[config.mk]
export PLATFORM = sky130hd
export DESIGN_NAME = prioritized_light_level_mapper_flat
export DESIGN_NICKNAME = d
export VERILOG_FILES = /design/src/hdl/plm_pkg.sv /design/src/hdl/plm_if.sv /design/src/hdl/plm_front.sv /design/src/hdl/plm_queue.sv /design/src/hdl/plm_back.sv /design/src/hdl/prioritized_light_level_mapper.sv /design/src/flat_wrapper.sv
export SDC_FILE = /design/constraint.sdc
export NUM_CORES = 2
export LEC_CHECK = 0
export BUFFER_PORTS_ARGS = -buffer_cell sky130_fd_sc_hd__buf_2
export CAP_MARGIN = 20
export CORE_ASPECT_RATIO = 0.7
export CORE_UTILIZATION = 50
export CTS_CLUSTER_DIAMETER = 200
export DETAILED_ROUTE_END_ITERATION = 8
export PLACE_DENSITY = 0.69
export SYNTH_ARGS = -nofsm -noshare
export SYNTH_HDL_FRONTEND = slang
export SYNTH_SLANG_ARGS = --single-unit
[constraint.sdc]
create_clock -name clock -period 7.9 [get_ports clock]
set_input_delay 0.395 -clock clock [delete_from_list [all_inputs] [get_ports clock]]
set_output_delay 0.395 -clock clock [all_outputs]
set_load 0.02 [all_outputs]
[src/hdl/plm_pkg.sv]
// Shared types, constants and helper functions of the light level mapper.
`default_nettype none

package plm_pkg;

   // Fixed field widths of the request and result items.
   localparam int unsigned KIND_BITS      = 3;
   localparam int unsigned COLOR_BITS     = 32;
   localparam int unsigned MS_BITS        = 16;
   localparam int unsigned LED_BITS       = 8;
   localparam int unsigned CSR_INDEX_BITS = 2;

   // Register indexes of the configuration port.
   localparam logic [CSR_INDEX_BITS-1:0] REG_BACKLIGHT_MAX = 2'd0;
   localparam logic [CSR_INDEX_BITS-1:0] REG_WHITE_MAX     = 2'd1;
   localparam logic [CSR_INDEX_BITS-1:0] REG_BLUE_MAX      = 2'd2;
   localparam logic [CSR_INDEX_BITS-1:0] REG_GREEN_MAX     = 2'd3;

   // Luma weights, summing to 256.
   localparam logic [15:0] WEIGHT_RED   = 16'd77;
   localparam logic [15:0] WEIGHT_GREEN = 16'd150;
   localparam logic [15:0] WEIGHT_BLUE  = 16'd29;

   // Division by 127 through a reciprocal: exact for dividends below 2^24.
   localparam int unsigned QUOT_BITS   = 24;
   localparam int unsigned RECIP_BITS  = 25;
   localparam int unsigned RECIP_SHIFT = 31;
   localparam logic [RECIP_BITS-1:0] RECIP_127 = 25'd16909321;

   typedef enum logic [1:0] {
      JOB_UNSUPPORTED,
      JOB_BACKLIGHT,
      JOB_LEDS
   } job_kind_type;

   // One classified item, as handed from the front end to the back end.
   typedef struct packed {
      job_kind_type          kind;
      logic [COLOR_BITS-1:0] color;
      logic                  timed;
      logic [MS_BITS-1:0]    on_ms;
      logic [MS_BITS-1:0]    off_ms;
   } job_type;

   typedef struct packed {
      logic [LED_BITS-1:0] white;
      logic [LED_BITS-1:0] blue;
      logic [LED_BITS-1:0] green;
   } led_max_type;

   // Exact floor(x / 255) for any x up to 255 * 255, such as a product of two 8-bit values.
   function automatic logic [7:0] div255(input logic [15:0] x);
      logic [16:0] t;
      t = 17'(x) + 17'(x[15:8]) + 17'd1;
      return t[15:8];
   endfunction

endpackage

`default_nettype wire

[src/hdl/plm_if.sv]
// Handshake interfaces of the request, result and configuration channels.
`default_nettype none

interface plm_req_if import plm_pkg::*; ();
   logic                  valid;
   logic                  ready;
   logic [KIND_BITS-1:0]  light_kind;
   logic [COLOR_BITS-1:0] argb_color;
   logic                  timed_flash;
   logic [MS_BITS-1:0]    on_time_ms;
   logic [MS_BITS-1:0]    off_time_ms;

   modport source (output valid, light_kind, argb_color, timed_flash, on_time_ms,
                   off_time_ms, input ready);
   modport sink   (input valid, light_kind, argb_color, timed_flash, on_time_ms,
                   off_time_ms, output ready);
endinterface

interface plm_rsp_if import plm_pkg::*; #(parameter int BACKLIGHT_BITS = 12) ();
   logic                      valid;
   logic                      ready;
   logic                      status_code;
   logic                      target_group;
   logic [BACKLIGHT_BITS-1:0] backlight_level;
   logic [LED_BITS-1:0]       white_level;
   logic [LED_BITS-1:0]       blue_level;
   logic [LED_BITS-1:0]       green_level;
   logic                      breathing_on;
   logic [MS_BITS-1:0]        blink_on_ms;
   logic [MS_BITS-1:0]        blink_off_ms;

   modport source (output valid, status_code, target_group, backlight_level, white_level,
                   blue_level, green_level, breathing_on, blink_on_ms, blink_off_ms,
                   input ready);
   modport sink   (input valid, status_code, target_group, backlight_level, white_level,
                   blue_level, green_level, breathing_on, blink_on_ms, blink_off_ms,
                   output ready);
endinterface

interface plm_csr_if import plm_pkg::*; #(parameter int DATA_BITS = 12) ();
   logic                      valid;
   logic                      ready;
   logic [CSR_INDEX_BITS-1:0] reg_index;
   logic [DATA_BITS-1:0]      wr_data;

   modport source (output valid, reg_index, wr_data, input ready);
   modport sink   (input valid, reg_index, wr_data, output ready);
endinterface

`default_nettype wire

[src/hdl/plm_front.sv]
// Front end: accepts requests, updates the slot cache and picks the winning slot.
`default_nettype none

module plm_front import plm_pkg::*; #(
   parameter int SLOT_COUNT = 4
) (
   input  wire logic clock,
   input  wire logic reset,
   plm_req_if.sink   req,
   output job_type   push_job,
   output logic      push_valid,
   input  wire logic push_ready
);

   localparam logic [KIND_BITS-1:0] LAST_SLOT = KIND_BITS'(SLOT_COUNT - 1);

   logic [COLOR_BITS-1:0] color_ff  [SLOT_COUNT];
   logic                  timed_ff  [SLOT_COUNT];
   logic [MS_BITS-1:0]    on_ms_ff  [SLOT_COUNT];
   logic [MS_BITS-1:0]    off_ms_ff [SLOT_COUNT];

   logic supported;
   logic accept;

   assign supported  = (req.light_kind <= LAST_SLOT);
   assign req.ready  = push_ready;
   assign push_valid = req.valid;
   assign accept     = req.valid && push_ready;

   // Classification and priority pick; the incoming item already counts as cached.
   always_comb begin
      job_type eff;
      push_job.kind   = JOB_LEDS;
      push_job.color  = req.argb_color;
      push_job.timed  = req.timed_flash;
      push_job.on_ms  = req.on_time_ms;
      push_job.off_ms = req.off_time_ms;
      eff             = push_job;
      if (!supported) begin
         push_job.kind = JOB_UNSUPPORTED;
      end else if (req.light_kind == LAST_SLOT) begin
         push_job.kind = JOB_BACKLIGHT;
      end else begin
         // Walk from the lowest rank upwards so that the highest rank lit wins.
         for (int s = SLOT_COUNT - 2; s >= 0; s--) begin
            if (req.light_kind == KIND_BITS'(s)) begin
               eff.color  = req.argb_color;
               eff.timed  = req.timed_flash;
               eff.on_ms  = req.on_time_ms;
               eff.off_ms = req.off_time_ms;
            end else begin
               eff.color  = color_ff[s];
               eff.timed  = timed_ff[s];
               eff.on_ms  = on_ms_ff[s];
               eff.off_ms = off_ms_ff[s];
            end
            if (eff.color[23:0] != 24'd0) begin
               push_job.color  = eff.color;
               push_job.timed  = eff.timed;
               push_job.on_ms  = eff.on_ms;
               push_job.off_ms = eff.off_ms;
            end
         end
      end
   end

   always_ff @(posedge clock) begin
      if (reset) begin
         for (int s = 0; s < SLOT_COUNT; s++) begin
            color_ff[s]  <= '0;
            timed_ff[s]  <= 1'b0;
            on_ms_ff[s]  <= '0;
            off_ms_ff[s] <= '0;
         end
      end else if (accept && supported) begin
         for (int s = 0; s < SLOT_COUNT; s++) begin
            if (req.light_kind == KIND_BITS'(s)) begin
               color_ff[s]  <= req.argb_color;
               timed_ff[s]  <= req.timed_flash;
               on_ms_ff[s]  <= req.on_time_ms;
               off_ms_ff[s] <= req.off_time_ms;
            end
         end
      end
   end

endmodule

`default_nettype wire

[src/hdl/plm_queue.sv]
// Two-entry queue of classified items between the front and back ends.
`default_nettype none

module plm_queue import plm_pkg::*; (
   input  wire logic    clock,
   input  wire logic    reset,
   input  wire job_type push_job,
   input  wire logic    push_valid,
   output logic         push_ready,
   output job_type      pop_job,
   output logic         pop_valid,
   input  wire logic    pop_ready
);

   localparam int DEPTH = 2;

   job_type    mem_ff [DEPTH];
   logic       wr_ptr_ff;
   logic       rd_ptr_ff;
   logic [1:0] count_ff;
   logic       push;
   logic       pop;

   assign push_ready = (count_ff != 2'(DEPTH));
   assign pop_valid  = (count_ff != 2'd0);
   assign pop_job    = mem_ff[rd_ptr_ff];
   assign push       = push_valid && push_ready;
   assign pop        = pop_valid && pop_ready;

   always_ff @(posedge clock) begin
      if (push) begin
         mem_ff[wr_ptr_ff] <= push_job;
      end
   end

   always_ff @(posedge clock) begin
      if (reset) begin
         wr_ptr_ff <= 1'b0;
         rd_ptr_ff <= 1'b0;
         count_ff  <= 2'd0;
      end else begin
         if (push) begin
            wr_ptr_ff <= !wr_ptr_ff;
         end
         if (pop) begin
            rd_ptr_ff <= !rd_ptr_ff;
         end
         if (push && !pop) begin
            count_ff <= count_ff + 2'd1;
         end else if (pop && !push) begin
            count_ff <= count_ff - 2'd1;
         end
      end
   end

endmodule

`default_nettype wire

[src/hdl/plm_back.sv]
// Back end: luma, level scaling and the registered result stage.
`default_nettype none

module plm_back import plm_pkg::*; #(
   parameter int BACKLIGHT_BITS = 12
) (
   input  wire logic                      clock,
   input  wire logic                      reset,
   input  wire job_type                   pop_job,
   input  wire logic                      pop_valid,
   output logic                           pop_ready,
   input  wire logic [BACKLIGHT_BITS-1:0] backlight_max,
   input  wire led_max_type               led_max,
   plm_rsp_if.source                      rsp
);

   localparam int PROD_BITS = LED_BITS + BACKLIGHT_BITS;
   localparam int WIDE_BITS = QUOT_BITS + RECIP_BITS;

   typedef enum logic [2:0] {
      ST_IDLE,
      ST_ALPHA,
      ST_LUMA,
      ST_MULT,
      ST_DIV,
      ST_FINISH
   } state_type;

   state_type                 state_ff;
   job_type                   job_ff;
   logic [1:0]                ch_ff;
   logic [15:0]               prod_r_ff;
   logic [15:0]               prod_g_ff;
   logic [15:0]               prod_b_ff;
   logic [LED_BITS-1:0]       luma_ff;
   logic [PROD_BITS-1:0]      prod_ff;

   // Working result, copied to the output register when the item is complete.
   logic                      wk_status_ff;
   logic                      wk_group_ff;
   logic [BACKLIGHT_BITS-1:0] wk_backlight_ff;
   logic [LED_BITS-1:0]       wk_white_ff;
   logic [LED_BITS-1:0]       wk_blue_ff;
   logic [LED_BITS-1:0]       wk_green_ff;
   logic                      wk_breath_ff;
   logic [MS_BITS-1:0]        wk_on_ff;
   logic [MS_BITS-1:0]        wk_off_ff;

   logic                      rsp_valid_ff;
   logic                      rsp_status_ff;
   logic                      rsp_group_ff;
   logic [BACKLIGHT_BITS-1:0] rsp_backlight_ff;
   logic [LED_BITS-1:0]       rsp_white_ff;
   logic [LED_BITS-1:0]       rsp_blue_ff;
   logic [LED_BITS-1:0]       rsp_green_ff;
   logic                      rsp_breath_ff;
   logic [MS_BITS-1:0]        rsp_on_ff;
   logic [MS_BITS-1:0]        rsp_off_ff;

   logic [BACKLIGHT_BITS-1:0] top_level;
   logic [BACKLIGHT_BITS-1:0] top_minus;
   logic [15:0]               luma_sum;
   logic [WIDE_BITS-1:0]      recip_prod;
   logic [BACKLIGHT_BITS-1:0] level;
   logic                      last_ch;
   logic                      pop_breath;

   assign pop_ready  = (state_ff == ST_IDLE);
   assign pop_breath = (pop_job.kind == JOB_LEDS) && pop_job.timed;

   // Maximum level of the output being scaled; zero behaves as one.
   always_comb begin
      if (job_ff.kind == JOB_BACKLIGHT) begin
         top_level = backlight_max;
      end else begin
         unique case (ch_ff)
            2'd0:    top_level = BACKLIGHT_BITS'(led_max.white);
            2'd1:    top_level = BACKLIGHT_BITS'(led_max.blue);
            default: top_level = BACKLIGHT_BITS'(led_max.green);
         endcase
      end
      top_minus = (top_level == '0) ? '0 : top_level - BACKLIGHT_BITS'(1);
   end

   assign luma_sum = WEIGHT_RED * 16'(div255(prod_r_ff))
                   + WEIGHT_GREEN * 16'(div255(prod_g_ff))
                   + WEIGHT_BLUE * 16'(div255(prod_b_ff));

   // floor(p / 254) = floor((p >> 1) / 127), the latter by reciprocal.
   assign recip_prod = WIDE_BITS'(QUOT_BITS'(prod_ff >> 1)) * WIDE_BITS'(RECIP_127);
   assign level      = recip_prod[RECIP_SHIFT +: BACKLIGHT_BITS] + BACKLIGHT_BITS'(1);
   assign last_ch    = (job_ff.kind == JOB_BACKLIGHT) || (ch_ff == 2'd2);

   always_ff @(posedge clock) begin
      if (reset) begin
         state_ff     <= ST_IDLE;
         rsp_valid_ff <= 1'b0;
      end else begin
         // The finish step reloads the output register itself.
         if (rsp_valid_ff && rsp.ready && (state_ff != ST_FINISH)) begin
            rsp_valid_ff <= 1'b0;
         end
         unique case (state_ff)
            ST_IDLE: begin
               if (pop_valid) begin
                  job_ff          <= pop_job;
                  ch_ff           <= 2'd0;
                  wk_status_ff    <= (pop_job.kind == JOB_UNSUPPORTED);
                  wk_group_ff     <= (pop_job.kind == JOB_LEDS);
                  wk_backlight_ff <= '0;
                  wk_white_ff     <= '0;
                  wk_blue_ff      <= '0;
                  wk_green_ff     <= '0;
                  wk_breath_ff    <= pop_breath;
                  wk_on_ff        <= pop_breath ? pop_job.on_ms : '0;
                  wk_off_ff       <= pop_breath ? pop_job.off_ms : '0;
                  // Unsupported and timed items need no arithmetic.
                  state_ff        <= ((pop_job.kind == JOB_UNSUPPORTED) || pop_breath) ?
                                     ST_FINISH : ST_ALPHA;
               end
            end
            ST_ALPHA: begin
               // An opaque alpha scales by 255/255, which leaves each channel unchanged.
               prod_r_ff <= 16'(job_ff.color[23:16]) * 16'(job_ff.color[31:24]);
               prod_g_ff <= 16'(job_ff.color[15:8])  * 16'(job_ff.color[31:24]);
               prod_b_ff <= 16'(job_ff.color[7:0])   * 16'(job_ff.color[31:24]);
               state_ff  <= ST_LUMA;
            end
            ST_LUMA: begin
               luma_ff  <= luma_sum[15:8];
               state_ff <= (luma_sum[15:8] == '0) ? ST_FINISH : ST_MULT;
            end
            ST_MULT: begin
               prod_ff  <= PROD_BITS'(luma_ff - LED_BITS'(1)) * PROD_BITS'(top_minus);
               state_ff <= ST_DIV;
            end
            ST_DIV: begin
               if (job_ff.kind == JOB_BACKLIGHT) begin
                  wk_backlight_ff <= level;
               end else begin
                  unique case (ch_ff)
                     2'd0:    wk_white_ff <= level[LED_BITS-1:0];
                     2'd1:    wk_blue_ff  <= level[LED_BITS-1:0];
                     default: wk_green_ff <= level[LED_BITS-1:0];
                  endcase
               end
               ch_ff    <= ch_ff + 2'd1;
               state_ff <= last_ch ? ST_FINISH : ST_MULT;
            end
            ST_FINISH: begin
               if (!rsp_valid_ff || rsp.ready) begin
                  rsp_valid_ff     <= 1'b1;
                  rsp_status_ff    <= wk_status_ff;
                  rsp_group_ff     <= wk_group_ff;
                  rsp_backlight_ff <= wk_backlight_ff;
                  rsp_white_ff     <= wk_white_ff;
                  rsp_blue_ff      <= wk_blue_ff;
                  rsp_green_ff     <= wk_green_ff;
                  rsp_breath_ff    <= wk_breath_ff;
                  rsp_on_ff        <= wk_on_ff;
                  rsp_off_ff       <= wk_off_ff;
                  state_ff         <= ST_IDLE;
               end
            end
            default: state_ff <= ST_IDLE;
         endcase
      end
   end

   assign rsp.valid           = rsp_valid_ff;
   assign rsp.status_code     = rsp_status_ff;
   assign rsp.target_group    = rsp_group_ff;
   assign rsp.backlight_level = rsp_backlight_ff;
   assign rsp.white_level     = rsp_white_ff;
   assign rsp.blue_level      = rsp_blue_ff;
   assign rsp.green_level     = rsp_green_ff;
   assign rsp.breathing_on    = rsp_breath_ff;
   assign rsp.blink_on_ms     = rsp_on_ff;
   assign rsp.blink_off_ms    = rsp_off_ff;

endmodule

`default_nettype wire

[src/hdl/prioritized_light_level_mapper.sv]
// Top level of the light level mapper: register file and the front, queue and back ends.
// Steps: an unsupported or timed item goes from idle straight to the finish step, a
// backlight item through alpha, luma, multiply and divide, and a steady led item through
// alpha, luma and the shared multiply/divide step once per output; zero luma skips to finish.
// The back end takes a new item only when idle; the queue holds two items meanwhile.
// Reset (synchronous, active high) clears every slot to unlit and sets each maximum level.
`default_nettype none

module prioritized_light_level_mapper import plm_pkg::*; #(
   parameter int SLOT_COUNT     = 4,
   parameter int BACKLIGHT_BITS = 12
) (
   input  wire logic clock,
   input  wire logic reset,
   plm_req_if.sink   req_port,
   plm_rsp_if.source rsp_port,
   plm_csr_if.sink   csr_port
);

   // The backlight maximum resets to 4095, cut to the width of the backlight field.
   localparam logic [31:0] BL_RESET = 32'd4095;

   logic [BACKLIGHT_BITS-1:0] backlight_max_ff;
   led_max_type               led_max_ff;

   job_type push_job;
   logic    push_valid;
   logic    push_ready;
   job_type pop_job;
   logic    pop_valid;
   logic    pop_ready;

   // The register file takes a write in every cycle. Writes must arrive only while the
   // block is idle; the block does not enforce this, and the back end reads them directly.
   assign csr_port.ready = 1'b1;

   always_ff @(posedge clock) begin
      if (reset) begin
         backlight_max_ff <= BL_RESET[BACKLIGHT_BITS-1:0];
         led_max_ff.white <= 8'hFF;
         led_max_ff.blue  <= 8'hFF;
         led_max_ff.green <= 8'hFF;
      end else if (csr_port.valid) begin
         unique case (csr_port.reg_index)
            REG_BACKLIGHT_MAX: backlight_max_ff <= csr_port.wr_data[BACKLIGHT_BITS-1:0];
            REG_WHITE_MAX:     led_max_ff.white <= csr_port.wr_data[LED_BITS-1:0];
            REG_BLUE_MAX:      led_max_ff.blue  <= csr_port.wr_data[LED_BITS-1:0];
            REG_GREEN_MAX:     led_max_ff.green <= csr_port.wr_data[LED_BITS-1:0];
            default:           led_max_ff       <= led_max_ff;
         endcase
      end
   end

   // The front end classifies each item, updates the cached slot and resolves the
   // notification priority in the cycle of acceptance, so that the slot cache always
   // reflects items in the order they were taken.
   plm_front #(
      .SLOT_COUNT (SLOT_COUNT)
   ) u_front (
      .clock      (clock),
      .reset      (reset),
      .req        (req_port),
      .push_job   (push_job),
      .push_valid (push_valid),
      .push_ready (push_ready)
   );

   // The queue lets the front end keep taking items while the back end is busy.
   plm_queue u_queue (
      .clock      (clock),
      .reset      (reset),
      .push_job   (push_job),
      .push_valid (push_valid),
      .push_ready (push_ready),
      .pop_job    (pop_job),
      .pop_valid  (pop_valid),
      .pop_ready  (pop_ready)
   );

   // The back end computes luma and the scaled levels and holds the result item in
   // its output register until the sink takes it.
   plm_back #(
      .BACKLIGHT_BITS (BACKLIGHT_BITS)
   ) u_back (
      .clock         (clock),
      .reset         (reset),
      .pop_job       (pop_job),
      .pop_valid     (pop_valid),
      .pop_ready     (pop_ready),
      .backlight_max (backlight_max_ff),
      .led_max       (led_max_ff),
      .rsp           (rsp_port)
   );

endmodule

`default_nettype wire

[src/flat_wrapper.sv]
// flat-port wrapper written by rule: the top's interface ports become plain ports
module prioritized_light_level_mapper_flat import plm_pkg::*;
#(
   parameter int SLOT_COUNT     = 4,
   parameter int BACKLIGHT_BITS = 12
)
  (clock, reset, req_port_valid, req_port_light_kind, req_port_argb_color, req_port_timed_flash, req_port_on_time_ms, req_port_off_time_ms, req_port_ready, rsp_port_valid, rsp_port_status_code, rsp_port_target_group, rsp_port_backlight_level, rsp_port_white_level, rsp_port_blue_level, rsp_port_green_level, rsp_port_breathing_on, rsp_port_blink_on_ms, rsp_port_blink_off_ms, rsp_port_ready, csr_port_valid, csr_port_reg_index, csr_port_wr_data, csr_port_ready);
  plm_req_if req_port_i ();
  plm_rsp_if #(.BACKLIGHT_BITS(BACKLIGHT_BITS)) rsp_port_i ();
  plm_csr_if #(.DATA_BITS((12))) csr_port_i ();
  input  wire logic clock;
  input  wire logic reset;
  input wire logic [$bits(req_port_i.valid)-1:0] req_port_valid;
  input wire logic [$bits(req_port_i.light_kind)-1:0] req_port_light_kind;
  input wire logic [$bits(req_port_i.argb_color)-1:0] req_port_argb_color;
  input wire logic [$bits(req_port_i.timed_flash)-1:0] req_port_timed_flash;
  input wire logic [$bits(req_port_i.on_time_ms)-1:0] req_port_on_time_ms;
  input wire logic [$bits(req_port_i.off_time_ms)-1:0] req_port_off_time_ms;
  output wire logic [$bits(req_port_i.ready)-1:0] req_port_ready;
  output wire logic [$bits(rsp_port_i.valid)-1:0] rsp_port_valid;
  output wire logic [$bits(rsp_port_i.status_code)-1:0] rsp_port_status_code;
  output wire logic [$bits(rsp_port_i.target_group)-1:0] rsp_port_target_group;
  output wire logic [$bits(rsp_port_i.backlight_level)-1:0] rsp_port_backlight_level;
  output wire logic [$bits(rsp_port_i.white_level)-1:0] rsp_port_white_level;
  output wire logic [$bits(rsp_port_i.blue_level)-1:0] rsp_port_blue_level;
  output wire logic [$bits(rsp_port_i.green_level)-1:0] rsp_port_green_level;
  output wire logic [$bits(rsp_port_i.breathing_on)-1:0] rsp_port_breathing_on;
  output wire logic [$bits(rsp_port_i.blink_on_ms)-1:0] rsp_port_blink_on_ms;
  output wire logic [$bits(rsp_port_i.blink_off_ms)-1:0] rsp_port_blink_off_ms;
  input wire logic [$bits(rsp_port_i.ready)-1:0] rsp_port_ready;
  input wire logic [$bits(csr_port_i.valid)-1:0] csr_port_valid;
  input wire logic [$bits(csr_port_i.reg_index)-1:0] csr_port_reg_index;
  input wire logic [$bits(csr_port_i.wr_data)-1:0] csr_port_wr_data;
  output wire logic [$bits(csr_port_i.ready)-1:0] csr_port_ready;
  assign req_port_i.valid = req_port_valid;
  assign req_port_i.light_kind = req_port_light_kind;
  assign req_port_i.argb_color = req_port_argb_color;
  assign req_port_i.timed_flash = req_port_timed_flash;
  assign req_port_i.on_time_ms = req_port_on_time_ms;
  assign req_port_i.off_time_ms = req_port_off_time_ms;
  assign req_port_ready = req_port_i.ready;
  assign rsp_port_valid = rsp_port_i.valid;
  assign rsp_port_status_code = rsp_port_i.status_code;
  assign rsp_port_target_group = rsp_port_i.target_group;
  assign rsp_port_backlight_level = rsp_port_i.backlight_level;
  assign rsp_port_white_level = rsp_port_i.white_level;
  assign rsp_port_blue_level = rsp_port_i.blue_level;
  assign rsp_port_green_level = rsp_port_i.green_level;
  assign rsp_port_breathing_on = rsp_port_i.breathing_on;
  assign rsp_port_blink_on_ms = rsp_port_i.blink_on_ms;
  assign rsp_port_blink_off_ms = rsp_port_i.blink_off_ms;
  assign rsp_port_i.ready = rsp_port_ready;
  assign csr_port_i.valid = csr_port_valid;
  assign csr_port_i.reg_index = csr_port_reg_index;
  assign csr_port_i.wr_data = csr_port_wr_data;
  assign csr_port_ready = csr_port_i.ready;
  prioritized_light_level_mapper #(.SLOT_COUNT(SLOT_COUNT), .BACKLIGHT_BITS(BACKLIGHT_BITS)) u_core (.clock(clock), .reset(reset), .req_port(req_port_i), .rsp_port(rsp_port_i), .csr_port(csr_port_i));
endmodule
Yosys cells after proc, flatten, opt, wreduce, memory -nomap -nowiden
Memories as Yosys holds them, arrays and structs flattened. A register that Yosys moved wholly into a read port is not among the register bits. Index checks and enable logic that the tools add are counted.

Bitwise logic cells: 17. $add $sub $neg: 14. $mul: 8. Reduce and logical (&&, ||, !) cells: 45. Mux-type cells: 83. Eq/ne operators: 24. Magnitude comparators: 1.

Operator list (count): $mux 65 (14); $mux 16 (8); $mux 32 (4); $reduce_bool 24->1 (3); $pmux 8 s2 (4); $mux 8 (7); $add 16x1->16 const B (3); $add 16x8->16 (3); $mul 8x8->16 (3); $mux 12 (4); $mul 19x25->43 const B (1); $mul 7x8->15 const A (2); $mux 1 (29); $pmux 12 s2 (1); $mul 9x13->20 (1); $pmux 3 s6 (1); $add 15x16->16 (1); $add 16x13->16 (1); $ne 2x2->1 const B (8); $or 1x1->1 (16); $reduce_and 2->1 (8); $mux 3 (5); $reduce_and 5->1 (3); $mul 5x8->13 const A (1); other kinds (26) (61).

Output and inout port bits: 74. Bits of input ports: 87. Bits in registers: 298. Memories: 5. RAM bits: 394. Word-level logic and storage cells: 232.

Memory list: u_core.u_queue.mem_ff (words 2, bits a word 67, rd ports 1, clocked after Yosys merged registers in 1, wr ports 1, RTL line plm_queue.sv:17) `job_type mem_ff [DEPTH];`; u_core.u_front.color_ff (words 4, bits a word 32, rd ports 3, clocked after Yosys merged registers in 0, wr ports 4, RTL line plm_front.sv:17) `logic [COLOR_BITS-1:0] color_ff [SLOT_COUNT];`; u_core.u_front.off_ms_ff (words 4, bits a word 16, rd ports 3, clocked after Yosys merged registers in 0, wr ports 4, RTL line plm_front.sv:20) `logic [MS_BITS-1:0] off_ms_ff [SLOT_COUNT];`; u_core.u_front.on_ms_ff (words 4, bits a word 16, rd ports 3, clocked after Yosys merged registers in 0, wr ports 4, RTL line plm_front.sv:19) `logic [MS_BITS-1:0] on_ms_ff [SLOT_COUNT];`; u_core.u_front.timed_ff (words 4, bits a word 1, rd ports 3, clocked after Yosys merged registers in 0, wr ports 4, RTL line plm_front.sv:18) `logic timed_ff [SLOT_COUNT];`.

Logic depth before layout (Yosys ltp)
Depth after elaboration: 10. Gate-level depth with buffers: 40. Gate-level depth less buffers: 40.

By module
A second synthesis with hierarchy kept.

Cell total of the unflattened synthesis: 3625. Area total of the unflattened synthesis: 42112.9 µm².

Modules (own cells, without submodules): plm_back (seq. area each 7677.4 µm², cells an instance 2389, area an instance 25196.7 µm², instances 1); plm_front (seq. area each 5855.6 µm², cells an instance 870, area an instance 10490.1 µm², instances 1); plm_queue (seq. area each 4124.0 µm², cells an instance 232, area an instance 5057.4 µm², instances 1); prioritized_light_level_mapper (seq. area each 720.7 µm², cells an instance 134, area an instance 1368.8 µm², instances 1).

Least setup slack after synthesis
OpenSTA, ideal clock, no wires.

Path kind: reg2reg. Start point: register u_core.u_back.prod_g_ff[9]. End point: register u_core.u_back.state_ff[1]. Data arrival time: 8.371 ns. Path buffers: 0. Library setup time: 0.131 ns. Period minus slack after synthesis: 8.502 ns. Cell stages (with the launch flop): 39. Required time: 7.769 ns. Path slack: -0.602 ns. Cell sequence: edfxtp_1 ha_1 o21a_1 o21a_1 o21ai_0 nand2b_1 a21oi_1 nor2b_1 o211a_1 and3_1 nand2_1 xnor2_1 ha_1 ha_1 inv_1 fa_1 inv_1 fa_1 (+3 left out) fa_1 inv_1 fa_1 inv_1 fa_1 fa_1 inv_1 ha_1 a21o_1 a211oi_1 o2bb2ai_1 nor3_1 a21oi_1 nand3b_1 xor2_1 nor4_1 and4_1 o32ai_1.

Longest elaborated chain between the ends: 8.

Ends and longest elaborated chain: start, declared (RTL line plm_back.sv:33) `logic [15:0] prod_g_ff;`; start signal, assigned (RTL line plm_back.sv:125) `prod_g_ff <= 16'(job_ff.color[15:8]) * 16'(job_ff.color[31:24]);`; $add 16x8->16 (RTL line plm_pkg.sv:54) `t = 17'(x) + 17'(x[15:8]) + 17'd1;`; $add 16x1->16 (RTL line plm_pkg.sv:54); $mul 7x8->15 (RTL line plm_back.sv:86) `+ WEIGHT_GREEN * 16'(div255(prod_g_ff))`; $add 15x16->16 (RTL line plm_back.sv:86); $add 16x13->16 (RTL line plm_back.sv:87) `+ WEIGHT_BLUE * 16'(div255(prod_b_ff));`; net u_core.u_back.luma_sum[14] (RTL line plm_back.sv:62) `logic [15:0] luma_sum;`; $logic_not 8->1 (RTL line plm_back.sv:131) `state_ff <= (luma_sum[15:8] == '0) ? ST_FINISH : ST_MULT;`; $mux 3 (RTL line plm_back.sv:131); $pmux 3 s6 (RTL line plm_back.sv:103) `unique case (state_ff)`; end signal, assigned (RTL line plm_back.sv:118) `state_ff <= ((pop_job.kind == JOB_UNSUPPORTED) || pop_breath) ?`; end signal, assigned (RTL line plm_back.sv:131); end signal, assigned (RTL line plm_back.sv:148) `state_ff <= last_ch ? ST_FINISH : ST_MULT;`; end, declared (RTL line plm_back.sv:29) `state_type state_ff;`.

The timed path passes the listed nets, and every way through them passes these cells. A chain may end at the register's enable or synchronous reset.

Worst setup path after layout
Start point: register u_core.u_back.prod_g_ff[9]. End point: register u_core.u_back.state_ff[1].

Longest elaborated chain between the ends: 8.

Ends and longest elaborated chain (RTL line): $add 16x8->16 (plm_pkg.sv:54); $add 16x1->16 (plm_pkg.sv:54); $mul 7x8->15 (plm_back.sv:86); $add 15x16->16 (plm_back.sv:86); $add 16x13->16 (plm_back.sv:87); $logic_not 8->1 (plm_back.sv:131); $mux 3 (plm_back.sv:131); $pmux 3 s6 (plm_back.sv:103).

No other way between the ends.

==> impl_metrics.toml <==
[final_layout]
area_growth_pct = 11.9
fin_area_mm2 = 0.0461
drive_gt1_frac = 0.126
nNetsFinal = 4604

[status]
violations = "negative setup slack"
status = "finished with violations"

[yosys]
syn-cell-area_mm2 = 0.0412
ys_ff_latch = 627
synth.avg_cell_area_um2 = 11.2
async_flop_share = 0
ys_seq_area_frac = 0.446
synth_warnings = 0
yosysUniqueCellTypes = 91
synth_edf_count = 582
synthCells = 3682
syn_nets = 4393
synth-main-ff-cell = "edfxtp_1"

[cts]
numCtsBuffers = 58
cts.sinks = 627
path_clk_slew_ns = 0.07
root_buffer = "clkbuf_16"
cts_max_path_buffers = 3
tritoncts = "built"
clk_latency_ns = 0.66
htree_levels = 2

[timing]
rsz0062_at_grt = "true"
fin_skew_ns = 0.0542
slew_viol_final = 0
post-route-period-util = 1.05
fmax_mhz = 121
fin_crit_ns = 8.28
fin_ws_ns = -0.382
hold_viol = 0
slew_headroom = 0.254
whs_ns = 0.0602
setup_viol = 3
tightestPinTransition_ns = 1.12

[grt]
grt_overflow_total = 0
antenna_found_initial = 14
grt_pass1_wl_um = 145000
grt_pass1_vias = 26600
grtUsageTotal = 0.216
grt_max_degree = 72

[setup_path]
crit_type = "register to register"
path_common_cell = "fa_1"
cp-end-kind = "register"
cp-start-kind = "register"
r2r_cells = 39
regToRegStartpoint = "u_core.u_back.prod_g_ff[9]"
r2r_end = "u_core.u_back.state_ff[1]"
worstPathArrival_ns = 8.77
path_max_fanout = 4
slowest_stage = "fa_1"
crit_start = "u_core.u_back.prod_g_ff[9]"
endpoint = "u_core.u_back.state_ff[1]"
reg2reg_slack_ns = -0.38
worst_ep_required_time_ns = 8.38
slowest_delay_ns = 0.53

[die]
chipWidth_um = 345
start_util = 0.508
row_count = 87
die_area_mm2 = 0.0836
core_region_area_mm2 = 0.0811
die_h_um = 242
io_pins = 161

[routing]
drt-initial-drc-count = 2103
avgRoutedWirePerCell_um = 18.2
met3_length_um = 6690
dr.pass1.iters = 5
wl_met1_um = 43700
drc = 0
num_vias = 27600
routed_wl_um = 91400
top_layer = "met5"
ant_nets = 0
viasPerCell = 5.50
dr_wl_met2_um = 39600

[min_path]
hold_path.class = "input pin to register"
hold_depth = 3

[place]
io_buffer_count = 159
place.gp.congestion = 0.909
dpl_cell_area_mm2 = 0.0438
dpl.hpwl_um = 65600

[job]
cap_violations = 0
[state kept, by name, summed over array words and instances (netlist names), 19 cells and up, named ones only]
name,count
u_core.led_max_ff,24
u_core.u_front.on_ms_ff,48
u_core.u_back.job_ff,34
u_core.u_back.prod_ff,19
u_core.u_front.color_ff,96
u_core.u_front.off_ms_ff,48
u_core.u_queue.mem_ff,134
[area by class of cell]
type,instances,area (um2)
clock inverter,37,400
multi-input combinational,2479,21100
antenna,5,12.5
tap,1068,1340
fill,6733,35000
inverter,441,1660
timing repair buffer,286,1760
clock buffer,70,1500
sequential,627,18400
[kinds of logic (layout without fill, tap and decap cells)]
family | after synthesis | in the layout | share of synthesized area
buf+inv | 576 | 834 | 0.0530
fa+ha+maj | 626 | 626 | 0.236
mux | 93 | 93 | 0.0237
flops | 627 | 627 | 0.446
xor+xnor | 115 | 115 | 0.0246
other cells | 1 | 6 | 0.0000910
simple gates | 1113 | 1113 | 0.137
compound gates | 531 | 531 | 0.0799
[through the flow]
stage	worst slack, ns	TNS (ns)	std cells	util
final	-0.382	-1.05	5013	0.568
after global routing	-0.718	-2.71	5010	0.568
after CTS	-0.457	-1.12	5002	0.565
after detailed placement	-0.466	-1.20	4886	0.541
after global placement	-0.384	-0.944	4886	0.541
after floorplan	-0.143	-0.305	3682	-
[per-layer routing]
metal	GRT usage	vias to the layer above
li1	-	13100
met1	0.329	13500
met2	0.321	876
met3	0.0398	124
met4	0.0404	14
met5	0	-
[what timing repair did]
action	CTS	global route
setup buffers	5	5
hold endpoints to repair	4	0
endpoints found under the setup margin	5	13
gates resized for setup	3	34
pin swaps	17	14
hold buffers	4	0
[synthesized netlist by cell type (8+ instances only)]
cell type,count,area (um2)
a211o_1,8,70.1
a211oi_1,18,135
a21boi_0,8,60.1
a21o_1,21,158
a21oi_1,149,746
a22oi_1,10,75.1
a31oi_1,27,169
and2_1,323,2020
and3_1,11,68.8
buf_1,10,37.5
buf_2,12,60.1
clkbuf_1,111,417
dfxtp_1,45,901
edfxtp_1,582,17500
fa_1,254,5080
ha_1,370,4630
inv_1,440,1650
mux2_2,37,417
mux2i_1,55,551
nand2_1,279,1050
nand2b_1,23,144
nand3_1,23,115
nand3b_1,27,203
nand4_1,13,81.3
nor2_1,256,961
nor2b_1,24,150
nor3_1,50,250
nor4_1,31,194
o211ai_1,19,143
o21ai_0,125,626
o21ai_1,19,95.1
o21bai_1,10,75.1
o22ai_1,58,363
or2_2,11,68.8
or3_1,19,119
xnor2_1,84,736
xor2_1,30,263
[cell usage in the layout (no fill, tap or decap), types with 30 or more instances in the layout]
cell | synthesis | final
mux2i_1 | 55 | 54
mux2_2 | 37 | 37
buf_4 | 2 | 122
and2_1 | 323 | 323
ha_1 | 370 | 360
dfxtp_1 | 45 | 44
fa_1 | 254 | 254
a21oi_1 | 149 | 144
nor3_1 | 50 | 45
clkbuf_16 | 0 | 58
buf_2 | 12 | 159
o21ai_0 | 125 | 121
o22ai_1 | 58 | 58
xnor2_1 | 84 | 79
edfxtp_1 | 582 | 582
inv_1 | 440 | 436
nor4_1 | 31 | 30
nor2_1 | 256 | 248
nand2_1 | 279 | 276
[critical path, delay by kind of cell (launching register included)]
kind	cells	cell delay, ns
AOI/OAI and AO/OA	11	1.76
xor gates and xnor gates	4	0.60
adders and majority gates	11	4.25
buffers and inverters	7	0.42
DFF	1	0.40
and+or+nand+nor	6	0.72
[worst min-delay path by stage]
stage	end	startpoint	slack, ns
3_5_place_dp	u_core.u_back.rsp.backlight_level[1]	u_core.u_back.wk_backlight_ff[1]	0.40
5_1_grt	u_core.backlight_max_ff[7]	csr_port_wr_data[7]	0.05
4_1_cts	u_core.led_max_ff[10]	csr_port_wr_data[2]	0.01
2_1_floorplan	u_core.u_back.rsp.backlight_level[0]	u_core.u_back.wk_backlight_ff[0]	0.40
3_3_place_gp	u_core.u_back.rsp.blink_on_ms[12]	u_core.u_back.wk_on_ff[12]	0.40
6_report	u_core.led_max_ff[15]	csr_port_wr_data[7]	0.06
Power is left out: the tool's default activity adds up to more than one toggle a clock period on the data nets, which glitch-free logic cannot reach.
